[config.mk]
export PLATFORM = sky130hd
export DESIGN_NAME = sample_accumulate_deadband_report_unit
export DESIGN_NICKNAME = d
export VERILOG_FILES = /design/src/rtl/sadr_pkg.sv /design/src/rtl/sadr_div.sv /design/src/rtl/sample_accumulate_deadband_report_unit.sv
export SDC_FILE = /design/constraint.sdc
export NUM_CORES = 1
export LEC_CHECK = 0
export BUFFER_PORTS_ARGS = -buffer_cell sky130_fd_sc_hd__buf_2
export CAP_MARGIN = 0
export CORE_ASPECT_RATIO = 1.75
export CORE_MARGIN = 3
export CORE_UTILIZATION = 45
export CTS_BUF_LIST = sky130_fd_sc_hd__clkbuf_4 sky130_fd_sc_hd__clkbuf_8
export DETAILED_ROUTE_END_ITERATION = 10
export GPL_ROUTABILITY_DRIVEN = 0
export PLACE_DENSITY = 0.72
export SETUP_SLACK_MARGIN = 0.02
export SLEW_MARGIN = 10
export SYNTH_ARGS = -nofsm -noshare
export SYNTH_HDL_FRONTEND = slang
export SYNTH_SLANG_ARGS = --single-unit
[constraint.sdc]
create_clock -name clk -period 8.7 [get_ports clk]
set_input_delay 1.74 -clock clk [delete_from_list [all_inputs] [get_ports clk]]
set_output_delay 1.74 -clock clk [all_outputs]
set_load 0.02 [all_outputs]
[src/rtl/sadr_pkg.sv]
`default_nettype none
// ----------------------------------------------------------------------------
// sadr_pkg
// Shared types and codes for the sample accumulate / deadband report unit.
// ----------------------------------------------------------------------------
package sadr_pkg;

  localparam int unsigned VAL_W   = 32;
  localparam int unsigned ADDR_W  = 3;
  localparam int unsigned IN_DW   = 40;
  localparam int unsigned IN_UW   = 2;
  localparam int unsigned OUT_DW  = 40;
  localparam int unsigned DB_W    = 31;
  localparam int unsigned MODE_W  = 2;

  // register indexes
  localparam logic [ADDR_W-1:0] CFG_MODE      = 3'd0;
  localparam logic [ADDR_W-1:0] CFG_MIN       = 3'd1;
  localparam logic [ADDR_W-1:0] CFG_MAX       = 3'd2;
  localparam logic [ADDR_W-1:0] CFG_DEADBAND  = 3'd3;
  localparam logic [ADDR_W-1:0] CFG_TRACK     = 3'd4;
  localparam logic [ADDR_W-1:0] CFG_SEND_EMPTY = 3'd5;

  // processing modes
  localparam logic [MODE_W-1:0] MODE_LATEST = 2'd0;
  localparam logic [MODE_W-1:0] MODE_AVG    = 2'd1;
  localparam logic [MODE_W-1:0] MODE_SUM    = 2'd2;

  // actions
  localparam logic ACT_SAMPLE = 1'b0;
  localparam logic ACT_SEND   = 1'b1;

  typedef enum logic [2:0] {
    S_IDLE,
    S_ACC,
    S_DIV_GO,
    S_DIV_WAIT,
    S_DECIDE,
    S_DONE
  } state_t;

  typedef struct packed {
    logic               start;
    logic               neg;
    logic [VAL_W-1:0]   dividend;
  } div_req_t;

  typedef struct packed {
    logic               done;
    logic [VAL_W-1:0]   quot;
  } div_rsp_t;

endpackage : sadr_pkg
`default_nettype wire

[src/rtl/sadr_div.sv]
`default_nettype none
// ----------------------------------------------------------------------------
// sadr_div
// Restoring serial divider: signed 32-bit total by unsigned count, one
// quotient bit per cycle, quotient truncated toward zero.
// ----------------------------------------------------------------------------
module sadr_div #(
  parameter int unsigned CNT_W = 16
) (
  input  wire                           clk,
  input  wire                           rst_n,
  input  wire sadr_pkg::div_req_t       req,
  input  wire [CNT_W-1:0]               divisor,
  output sadr_pkg::div_rsp_t            rsp
);

  localparam int unsigned STEP_W = $clog2(sadr_pkg::VAL_W);
  localparam logic [STEP_W-1:0] LAST_STEP = STEP_W'(sadr_pkg::VAL_W - 1);

  logic                       busy_r, busy_nxt;
  logic                       done_r, done_nxt;
  logic                       neg_r;
  logic [STEP_W-1:0]          step_r;
  logic [sadr_pkg::VAL_W-1:0] dq_r;     // dividend shifts out, quotient shifts in
  logic [CNT_W-1:0]           rem_r;
  logic [CNT_W-1:0]           dvs_r;

  logic [CNT_W:0]             rem_sh;
  logic                       q_bit;
  logic [CNT_W:0]             rem_diff;

  always_comb begin
    rem_sh   = {rem_r, dq_r[sadr_pkg::VAL_W-1]};
    rem_diff = rem_sh - {1'b0, dvs_r};
    q_bit    = (rem_sh >= {1'b0, dvs_r});
    busy_nxt = busy_r;
    done_nxt = 1'b0;
    if (req.start) begin
      busy_nxt = 1'b1;
    end else if (busy_r && (step_r == LAST_STEP)) begin
      busy_nxt = 1'b0;
      done_nxt = 1'b1;
    end
  end

  always_ff @(posedge clk) begin
    if (!rst_n) begin
      busy_r <= 1'b0;
      done_r <= 1'b0;
      step_r <= '0;
    end else begin
      busy_r <= busy_nxt;
      done_r <= done_nxt;
      if (req.start) begin
        step_r <= '0;
      end else if (busy_r) begin
        step_r <= step_r + 1'b1;
      end
    end
  end

  always_ff @(posedge clk) begin
    if (req.start) begin
      dq_r  <= req.dividend;
      rem_r <= '0;
      dvs_r <= divisor;
      neg_r <= req.neg;
    end else if (busy_r) begin
      dq_r  <= {dq_r[sadr_pkg::VAL_W-2:0], q_bit};
      rem_r <= q_bit ? rem_diff[CNT_W-1:0] : rem_sh[CNT_W-1:0];
    end
  end

  assign rsp.done = done_r;
  assign rsp.quot = neg_r ? (~dq_r + 1'b1) : dq_r;

endmodule : sadr_div
`default_nettype wire

[src/rtl/sample_accumulate_deadband_report_unit.sv]
`default_nettype none
// ----------------------------------------------------------------------------
// sample_accumulate_deadband_report_unit
// Report-by-exception filter: accumulates Q16.16 samples and decides on each
// send request whether the processed value goes out.
// ----------------------------------------------------------------------------
// One word in, one word out. A word is taken only while the sequencer is idle.
// In latest and sum modes a sample word passes through the ACC and DONE steps
// before it reaches the output register, and a send request through DECIDE and
// DONE. In average mode the serial divider produces one quotient bit per cycle
// over the 32 bit total, and a sample word passes through ACC, DIV_GO, DIV_WAIT
// and DONE. An invalid sample goes from accept straight to DONE. The input is
// ready again once the result is in the output register, even if that word is
// not yet taken; a full output register that is not taken holds the sequencer
// in its last step. Pending count saturates at COUNT_MAX; the total saturates
// to 32 bits signed.
module sample_accumulate_deadband_report_unit #(
  parameter int unsigned COUNT_MAX = 65535
) (
  input  wire                                 clk,
  input  wire                                 rst_n,
  // config
  input  wire                                 cfg_we,
  input  wire [sadr_pkg::ADDR_W-1:0]          cfg_addr,
  input  wire [sadr_pkg::VAL_W-1:0]           cfg_wdata,
  // input stream
  input  wire                                 in_tvalid,
  output logic                                in_tready,
  // [31:0] sample, [32] force_req, [33] first_run, [34] timer_over
  input  wire [sadr_pkg::IN_DW-1:0]           in_tdata,
  // [0] action, [1] sample_invalid
  input  wire [sadr_pkg::IN_UW-1:0]           in_tuser,
  // output stream
  output logic                                out_tvalid,
  input  wire                                 out_tready,
  // [0] report, [32:1] value_out, [33] restart_timer
  output logic [sadr_pkg::OUT_DW-1:0]         out_tdata
);

  localparam int unsigned CNT_W = $clog2(COUNT_MAX + 1);
  localparam logic [CNT_W-1:0] CNT_MAX = CNT_W'(COUNT_MAX);
  localparam int unsigned CMP_W = sadr_pkg::VAL_W + 2;

  // configuration
  logic [sadr_pkg::MODE_W-1:0]  mode_r;
  logic signed [sadr_pkg::VAL_W-1:0] min_r, max_r;
  logic [sadr_pkg::DB_W-1:0]    db_r;
  logic                         track_r, send_empty_r;

  // state
  sadr_pkg::state_t             state_r, state_nxt;
  logic signed [sadr_pkg::VAL_W-1:0] total_r, cur_r, last_r;
  logic [CNT_W-1:0]             cnt_r;
  logic                         out_valid_r;
  logic                         rpt_r, rst_tmr_r;

  // latched input word
  logic                         act_r, inv_r, force_r, first_r, tmo_r;
  logic signed [sadr_pkg::VAL_W-1:0] smp_r;

  sadr_pkg::div_req_t           div_req;
  sadr_pkg::div_rsp_t           div_rsp;

  logic                         in_acc, out_acc, out_free;

  // accumulate
  logic signed [sadr_pkg::VAL_W-1:0] base_tot, sat_tot;
  logic signed [sadr_pkg::VAL_W:0]   sum_w;
  logic                         accum_mode;

  // decision
  logic signed [sadr_pkg::VAL_W-1:0] last_eff;
  logic signed [CMP_W-1:0]      cur_x, band_lo, band_hi;
  logic                         gate_empty, out_range, in_band, report_nxt;

  assign in_acc   = in_tvalid && in_tready;
  assign out_acc  = out_tvalid && out_tready;
  assign out_free = !out_valid_r || out_tready;

  // ---------------- config port ----------------
  always_ff @(posedge clk) begin
    if (!rst_n) begin
      mode_r       <= sadr_pkg::MODE_LATEST;
      min_r        <= {1'b1, {(sadr_pkg::VAL_W-1){1'b0}}};
      max_r        <= {1'b0, {(sadr_pkg::VAL_W-1){1'b1}}};
      db_r         <= '0;
      track_r      <= 1'b0;
      send_empty_r <= 1'b0;
    end else if (cfg_we) begin
      unique case (cfg_addr)
        sadr_pkg::CFG_MODE:       mode_r       <= cfg_wdata[sadr_pkg::MODE_W-1:0];
        sadr_pkg::CFG_MIN:        min_r        <= cfg_wdata;
        sadr_pkg::CFG_MAX:        max_r        <= cfg_wdata;
        sadr_pkg::CFG_DEADBAND:   db_r         <= cfg_wdata[sadr_pkg::DB_W-1:0];
        sadr_pkg::CFG_TRACK:      track_r      <= cfg_wdata[0];
        sadr_pkg::CFG_SEND_EMPTY: send_empty_r <= cfg_wdata[0];
        default: ;
      endcase
    end
  end

  // ---------------- datapath logic ----------------
  always_comb begin
    accum_mode = (mode_r == sadr_pkg::MODE_AVG) || (mode_r == sadr_pkg::MODE_SUM);
    base_tot   = (cnt_r == '0) ? '0 : total_r;
    sum_w      = {base_tot[sadr_pkg::VAL_W-1], base_tot} + {smp_r[sadr_pkg::VAL_W-1], smp_r};
    // overflow when the two top bits differ
    if (sum_w[sadr_pkg::VAL_W] != sum_w[sadr_pkg::VAL_W-1]) begin
      sat_tot = sum_w[sadr_pkg::VAL_W] ? {1'b1, {(sadr_pkg::VAL_W-1){1'b0}}}
                                       : {1'b0, {(sadr_pkg::VAL_W-1){1'b1}}};
    end else begin
      sat_tot = sum_w[sadr_pkg::VAL_W-1:0];
    end

    last_eff   = track_r ? cur_r : last_r;
    cur_x      = CMP_W'(cur_r);
    band_lo    = CMP_W'(last_eff) - CMP_W'({1'b0, db_r});
    band_hi    = CMP_W'(last_eff) + CMP_W'({1'b0, db_r});
    gate_empty = !send_empty_r && (cnt_r == '0);
    out_range  = (cur_r < min_r) || (cur_r > max_r);
    in_band    = (cur_x > band_lo) && (cur_x < band_hi);
    priority if (force_r) begin
      report_nxt = 1'b1;
    end else if (gate_empty) begin
      report_nxt = 1'b0;
    end else if (first_r) begin
      report_nxt = 1'b1;
    end else if (out_range) begin
      report_nxt = 1'b0;
    end else begin
      report_nxt = tmo_r || !in_band;
    end
  end

  // ---------------- sequencer ----------------
  always_comb begin
    state_nxt = state_r;
    unique case (state_r)
      sadr_pkg::S_IDLE: begin
        if (in_acc) begin
          if (in_tuser[0] == sadr_pkg::ACT_SEND) begin
            state_nxt = sadr_pkg::S_DECIDE;
          end else if (in_tuser[1]) begin
            state_nxt = sadr_pkg::S_DONE;
          end else begin
            state_nxt = sadr_pkg::S_ACC;
          end
        end
      end
      sadr_pkg::S_ACC: begin
        state_nxt = (mode_r == sadr_pkg::MODE_AVG) ? sadr_pkg::S_DIV_GO : sadr_pkg::S_DONE;
      end
      sadr_pkg::S_DIV_GO:   state_nxt = sadr_pkg::S_DIV_WAIT;
      sadr_pkg::S_DIV_WAIT: if (div_rsp.done) state_nxt = sadr_pkg::S_DONE;
      sadr_pkg::S_DECIDE:   state_nxt = sadr_pkg::S_DONE;
      sadr_pkg::S_DONE:     if (out_free) state_nxt = sadr_pkg::S_IDLE;
      default:              state_nxt = sadr_pkg::S_IDLE;
    endcase
  end

  always_comb begin
    in_tready        = (state_r == sadr_pkg::S_IDLE);
    div_req.start    = (state_r == sadr_pkg::S_DIV_GO);
    div_req.neg      = total_r[sadr_pkg::VAL_W-1];
    div_req.dividend = total_r[sadr_pkg::VAL_W-1] ? (~total_r + 1'b1) : total_r;
  end

  always_ff @(posedge clk) begin
    if (!rst_n) begin
      state_r     <= sadr_pkg::S_IDLE;
      out_valid_r <= 1'b0;
      total_r     <= '0;
      cur_r       <= '0;
      cnt_r       <= '0;
      last_r      <= '0;
    end else begin
      state_r <= state_nxt;
      if (state_r == sadr_pkg::S_DONE && out_free) begin
        out_valid_r <= 1'b1;
      end else if (out_acc) begin
        out_valid_r <= 1'b0;
      end
      unique case (state_r)
        sadr_pkg::S_ACC: begin
          total_r <= accum_mode ? sat_tot : base_tot;
          if (cnt_r != CNT_MAX) cnt_r <= cnt_r + 1'b1;
          if (mode_r == sadr_pkg::MODE_SUM) begin
            cur_r <= sat_tot;
          end else if (mode_r != sadr_pkg::MODE_AVG) begin
            cur_r <= smp_r;
          end
        end
        sadr_pkg::S_DIV_WAIT: begin
          if (div_rsp.done) cur_r <= div_rsp.quot;
        end
        sadr_pkg::S_DECIDE: begin
          if (report_nxt) begin
            last_r <= cur_r;
            cnt_r  <= '0;
          end else begin
            last_r <= last_eff;
          end
        end
        default: ;
      endcase
    end
  end

  // input word capture and result flags
  always_ff @(posedge clk) begin
    if (in_acc) begin
      act_r   <= in_tuser[0];
      inv_r   <= in_tuser[1];
      smp_r   <= in_tdata[sadr_pkg::VAL_W-1:0];
      force_r <= in_tdata[32];
      first_r <= in_tdata[33];
      tmo_r   <= in_tdata[34];
      rpt_r     <= 1'b0;
      rst_tmr_r <= 1'b0;
    end else if (state_r == sadr_pkg::S_DECIDE) begin
      rpt_r     <= report_nxt;
      rst_tmr_r <= report_nxt && tmo_r;
    end
  end

  always_ff @(posedge clk) begin
    if (state_r == sadr_pkg::S_DONE && out_free) begin
      out_tdata <= {6'd0, rst_tmr_r, cur_r, rpt_r};
    end
  end

  assign out_tvalid = out_valid_r;

  sadr_div #(
    .CNT_W (CNT_W)
  ) u_div (
    .clk     (clk),
    .rst_n   (rst_n),
    .req     (div_req),
    .divisor (cnt_r),
    .rsp     (div_rsp)
  );

`ifndef ASSERT_OFF
  a_div_done_wait: assert property (@(posedge clk) disable iff (!rst_n)
    div_rsp.done |-> (state_r == sadr_pkg::S_DIV_WAIT))
    else $error("divider finished outside wait state");

  a_cnt_bound: assert property (@(posedge clk) disable iff (!rst_n)
    cnt_r <= CNT_MAX)
    else $error("pending count above limit");

  a_report_clears: assert property (@(posedge clk) disable iff (!rst_n)
    (state_r == sadr_pkg::S_DECIDE && report_nxt) |=> (cnt_r == '0))
    else $error("report did not clear pending count");

  a_restart_needs_report: assert property (@(posedge clk) disable iff (!rst_n)
    (out_valid_r && out_tdata[33]) |-> out_tdata[0])
    else $error("timer restart without report");

  a_sample_no_report: assert property (@(posedge clk) disable iff (!rst_n)
    (state_r == sadr_pkg::S_DONE && act_r == sadr_pkg::ACT_SAMPLE) |-> !rpt_r)
    else $error("sample word flagged as report");

  a_invalid_skips: assert property (@(posedge clk) disable iff (!rst_n)
    (state_r == sadr_pkg::S_IDLE && in_acc && in_tuser[0] == sadr_pkg::ACT_SAMPLE
     && in_tuser[1]) |=> (state_r == sadr_pkg::S_DONE && inv_r))
    else $error("invalid sample entered accumulation");
`endif

endmodule : sample_accumulate_deadband_report_unit
`default_nettype wire
After elaboration in Yosys (flattened, before gate mapping)
Cells that the tools add are included.

Register bits: 358. Input bits: 82. Output and inout bits: 42.

Order comparisons: 5. Bitwise operators: 3. Eq/ne operators: 22. Muxes and demuxes: 34. Add/sub/neg operators: 8. Reductions and logical operators: 32.

Operators with widths (count): 2-to-1 mux 32 bit (13); adder 32 x 32 -> 33 bit (2); adder 32 x 1 -> 32 bit (second input constant) (2); NOT 32 bit (2); one-hot mux 32 bit (2 select lines) (1); 2-to-1 mux 16 bit (3); greater-than comparator 32 x 33 -> 1 bit (1); less-than comparator 32 x 33 -> 1 bit (1); subtractor 32 x 32 -> 33 bit (1); greater-than comparator 32 bit (1); less-than comparator 32 bit (1); one-hot mux 16 bit (2 select lines) (1); 2-to-1 mux 3 bit (6); one-hot mux 3 bit (6 select lines) (1); >= comparator 17 x 16 -> 1 bit (1); adder 16 x 1 -> 16 bit (second input constant) (1); logical NOT 16 bit (1); inequality test 16 bit (second input constant) (1); subtractor 16 bit (1); == test 3 x 2 -> 1 bit (second input constant) (4); == test 3 bit (second input constant) (4); AND reduction 2 bit (6); nonzero test 2 bit (5); 2-to-1 mux 1 bit (9); other kinds (16) (35).

Longest topological paths before layout
Depth after elaboration: 12. Mapped depth: 27.

Cells and area by module
A second synthesis with hierarchy kept.

Cell total of the unflattened synthesis: 2827. Area, all modules: 24284.5 um^2.

By module, submodules not included: sample_accumulate_deadband_report_unit (times used 1, cells each 2389, area each 19850.3 um^2); sadr_div (times used 1, cells each 438, area each 4434.3 um^2).

Worst setup path after synthesis
Ideal clock, no wire load.

Kind: register -> register. From: register track_r. To: register last_r[10] (netlist bit). Data required time: 8.630 ns. Arrival: 6.073 ns. Buffers on the path: 4. Cell stages (with the launch flop): 24. Slack: 2.557 ns. Setup time: 0.070 ns. Cells stage by stage: dfxtp_1 -> clkbuf_1 -> buf_1 -> mux2_2 -> ha_1 -> buf_2 -> inv_1 -> a211o_1 -> o31ai_1 -> o211ai_1 -> a311oi_1 -> a21oi_1 -> a311oi_1 -> xnor2_1 -> ha_1 -> nand4_1 -> or4_1 -> nor4_1 -> a211oi_1 -> xor2_1 -> o41ai_2 -> clkbuf_1 -> o21ai_0 -> a21oi_1.

Word-level cells in the longest chain between the ends: 11.

RTL lines: from (decl) (RTL line sample_accumulate_deadband_report_unit.sv:48) `logic track_r, send_empty_r;`; from (signal assigned) (RTL line sample_accumulate_deadband_report_unit.sv:95) `sadr_pkg::CFG_TRACK: track_r <= cfg_wdata[0];`; 2-to-1 mux 32 bit (*) (RTL line sample_accumulate_deadband_report_unit.sv:115) `last_eff = track_r ? cur_r : last_r;`; subtractor 32 x 32 -> 33 bit / adder 32 x 32 -> 33 bit (equally long branches) (RTL line sample_accumulate_deadband_report_unit.sv:117, sample_accumulate_deadband_report_unit.sv:118); greater-than comparator 32 x 33 -> 1 bit / less-than comparator 32 x 33 -> 1 bit (equally long branches) (RTL line sample_accumulate_deadband_report_unit.sv:121) `in_band = (cur_x > band_lo) && (cur_x < band_hi);`; logical AND 1 bit (RTL line sample_accumulate_deadband_report_unit.sv:121); logical NOT 1 bit (RTL line sample_accumulate_deadband_report_unit.sv:131) `report_nxt = tmo_r || !in_band;`; logical OR 1 bit (RTL line sample_accumulate_deadband_report_unit.sv:131); 2-to-1 mux 1 bit (RTL line sample_accumulate_deadband_report_unit.sv:128) `end else if (out_range) begin`; 2-to-1 mux 1 bit (RTL line sample_accumulate_deadband_report_unit.sv:126) `end else if (first_r) begin`; 2-to-1 mux 1 bit (RTL line sample_accumulate_deadband_report_unit.sv:124) `end else if (gate_empty) begin`; 2-to-1 mux 1 bit (RTL line sample_accumulate_deadband_report_unit.sv:122) `priority if (force_r) begin`; 2-to-1 mux 32 bit (*) (RTL line sample_accumulate_deadband_report_unit.sv:197) `if (report_nxt) begin`; to (signal assigned) (RTL line sample_accumulate_deadband_report_unit.sv:198) `last_r <= cur_r;`; to (signal assigned) (RTL line sample_accumulate_deadband_report_unit.sv:201) `last_r <= last_eff;`; to (decl) (RTL line sample_accumulate_deadband_report_unit.sv:52) `logic signed [sadr_pkg::VAL_W-1:0] total_r, cur_r, last_r;`.

Every way passes the cells marked *; elsewhere a longest branch is shown, timed or not. A chain may end at the register's enable or synchronous reset.

Worst setup path in the final report
From: register track_r. To: register last_r[8] (netlist bit).

Same word-level chain as after synthesis.

==> flow_summary.yaml <==
route:
  wl_per_cell_um: 20.0
  ant_nets: 0
  drc: 0
  drt-initial-drc-count: 1508
  dr.pass1.iters: 6
  vias_per_cell: 6.03
  wl_um: 73000
  dr_total_vias: 22031
grt:
  grt_pass1_vias: 21942
  grt_overflow: 0
  globalRouteMet1Util: 0.258
  track_usage: 0.246
  grt_pass1_wl_um: 113000
  grt_use_met3: 0.0290
  top_usage_layer: "met2"
  antenna_found_initial: 3
  grt_max_degree: 74
  met2_usage: 0.445
synth:
  yosysWarnings: 0
  synth_edf_count: 118
  ys_async_sr_fraction: 0
  synth_cell_types: 82
  ys_ff_latch: 358
  ys_seq_area_frac: 0.346
  syn_area_per_cell_um2: 8.40
  ys.flop_type: "dfxtp_1"
  synth_area_mm2: 0.0241
  syn_inst: 2870
power_and_ir_drop:
  p_leak_nw: 11.1
  power_density_mw_per_mm2: 200
  max-vdd-ir-drop_v: 0.000103
floorplan:
  core_mm2: 0.0526
  die_w_um: 181
  dieHeight_um: 312
  die_area_mm2: 0.0565
  rows: 111
  start_util: 0.458
  num_io_pins: 124
critical_path:
  crit_buf_inv: 4
  slowest_delay_ns: 0.71
  crit_required_ns: 9.27
  start_kind: "register"
  worstSetupPathType: "register to register"
  critPathMaxFanout: 21
  cpLargestDelayFamily: "compound AO/OA/AOI/OAI gates"
  slowest_stage: "dfxtp_1"
  worstPathArrival_ns: 8.48
  crit_path_end_kind: "register"
timing:
  finClkSkew_ns: 0.0304
  finalHoldViolCount: 0
  slew_headroom: 0.271
  tns_ns: 0
  setup_violations: 0
  finalCritPeriodShare: 0.910
  worstMarginPinSlew_ns: 1.09
  max_freq_ghz: 0.126
  min_period_ns: 7.92
  finalMaxSlewViolations: 0
  rsz0062_at_grt: "no"
placed_design:
  placed_area_mm2: 0.0252
  io_buffers: 112
  post-dp-hpwl_um: 55200
final_layout:
  syn_to_final_growth_pct: 10.3
  design_area_mm2: 0.0266
  drive_gt1_frac: 0.107
  final_cell_mix: "nand2_1 (345), a21oi_1 (296), ha_1 (247)"
  final_common_cell: "nand2_1"
  nets: 3261
cts:
  cts-buffers-inserted: 56
  clkSinkCount: 358
  cts_setup_buffers: 0
  ctsHoldBuffers: 0
  clk_pin_slew_worst_paths_ns: 0.07
  htreeDepth: 2
  cts_tree: "built"
  clockRootBuffer: "clkbuf_8"
  ctsResizeCount: 0
  cts.path.max_buffers: 3
  worstSkewPairLatency_ns: 0.65
job:
  drv_cap: 0
run_status:
  status: "finished clean"
min_path:
  worstHoldPathType: "register to register"
==> cell usage after synthesis, drive strengths merged (11+ instances only) <==
cell    number  area, um2
a211oi      25        193
a21o        46        345
a21oi      296       1480
a22oi       15        113
a31oi       33        213
and2        42        263
and3        16        100
buf         29        151
clkbuf     113        424
dfxtp      240       4800
edfxtp     118       3540
ha         247       3090
inv        188        706
mux2        32        360
mux2i       24        244
nand2      345       1290
nand2b      30        188
nand3       84        425
nand4       35        219
nor2       161        604
nor2b       17        106
nor3        56        280
nor4        22        159
o211ai      50        375
o21a        17        128
o21ai      215       1080
o21bai      15        113
o221ai      13        114
o22ai       11       68.8
o31ai       27        203
o41ai       18        173
or3         12       80.1
or4         13        105
xnor2       76        666
xor2        75        657
==> flip-flops by register name, summed over array words and instances, names as in the netlist, 2 cells and up <==
| name | count |
|---|---|
| smp_r | 32 |
| u_div.dq_r | 32 |
| cur_r | 32 |
| cnt_r | 16 |
| out_tdata | 34 |
| u_div.step_r | 5 |
| state_r | 3 |
| min_r | 32 |
| max_r | 32 |
| total_r | 32 |
| u_div.dvs_r | 16 |
| last_r | 32 |
| mode_r | 2 |
| db_r | 31 |
| u_div.rem_r | 16 |
==> metrics by stage <==
stage	hold WS [ns]	cells	setup WS, ns	util	power, mW
after floorplan	0.406	2875	2.56	-	3.11
after global placement	0.438	3548	1.16	0.479	3.53
after detailed placement	0.436	3548	1.07	0.479	3.60
after CTS	0.451	3652	0.963	0.505	5.33
after global routing	0.466	3653	0.309	0.505	5.59
final	0.451	3655	0.785	0.505	5.32
==> logic make-up (layout without fill, tap and decap cells) <==
kind of cell             after synthesis  in the layout  share of synthesized area
XOR/XNOR                             151            151                     0.0548
adder cells (fa/ha/maj)              251            251                      0.131
other                                  1              9                   0.000155
buffers and inverters                331            430                     0.0533
AO/OA/AOI/OAI                        865            865                      0.223
multiplexers                          56             56                     0.0251
flip-flops                           358            358                      0.346
AND/OR/NAND/NOR                      857            857                      0.166
==> layout make-up <==
type | instances | area [um2]
Antenna cell | 3 | 7.51
Clock buffer | 73 | 948
Clock inverter | 31 | 412
Fill cell | 4920 | 26000
Inverter | 189 | 712
Multi-Input combinational cell | 2186 | 14600
Sequential cell | 358 | 8350
Tap cell | 678 | 848
Timing Repair Buffer | 137 | 748
==> path summary, 6_finish.rpt <==
path | from | to | cells after the start | slack (ns)
setup / recovery | track_r$_SDFFE_PN0P_ | last_r[8]$_SDFFE_PN0P_ | 25 | 0.78
hold / removal | rst_tmr_r$_SDFFE_PP0P_ | out_tdata[33]$_DFFE_PP_ | 0 | 0.45
setup reg to reg | track_r$_SDFFE_PN0P_ | last_r[8]$_SDFFE_PN0P_ | 25 | 0.78
hold reg to reg | rst_tmr_r$_SDFFE_PP0P_ | out_tdata[33]$_DFFE_PP_ | 0 | 0.45
==> power by group <==
group | total, mW | switching, mW | internal [mW]
registers | 1.99 | 0.146 | 1.85
clock network | 1.73 | 0.733 | 0.992
logic | 1.60 | 0.979 | 0.618
total | 5.32 | 1.86 | 3.46
==> metal layers <==
layer | vias up | wire (um) | share of wire
met2 | 825 | 36300 | 0.50
met1 | 10424 | 26900 | 0.37
met4 | 0 | 6150 | 0.084
met3 | 317 | 3740 | 0.051
li1 | 10465 | - | -
met5 | - | 0 | 0
No activity file was read; power rests on OpenSTA's default activity.
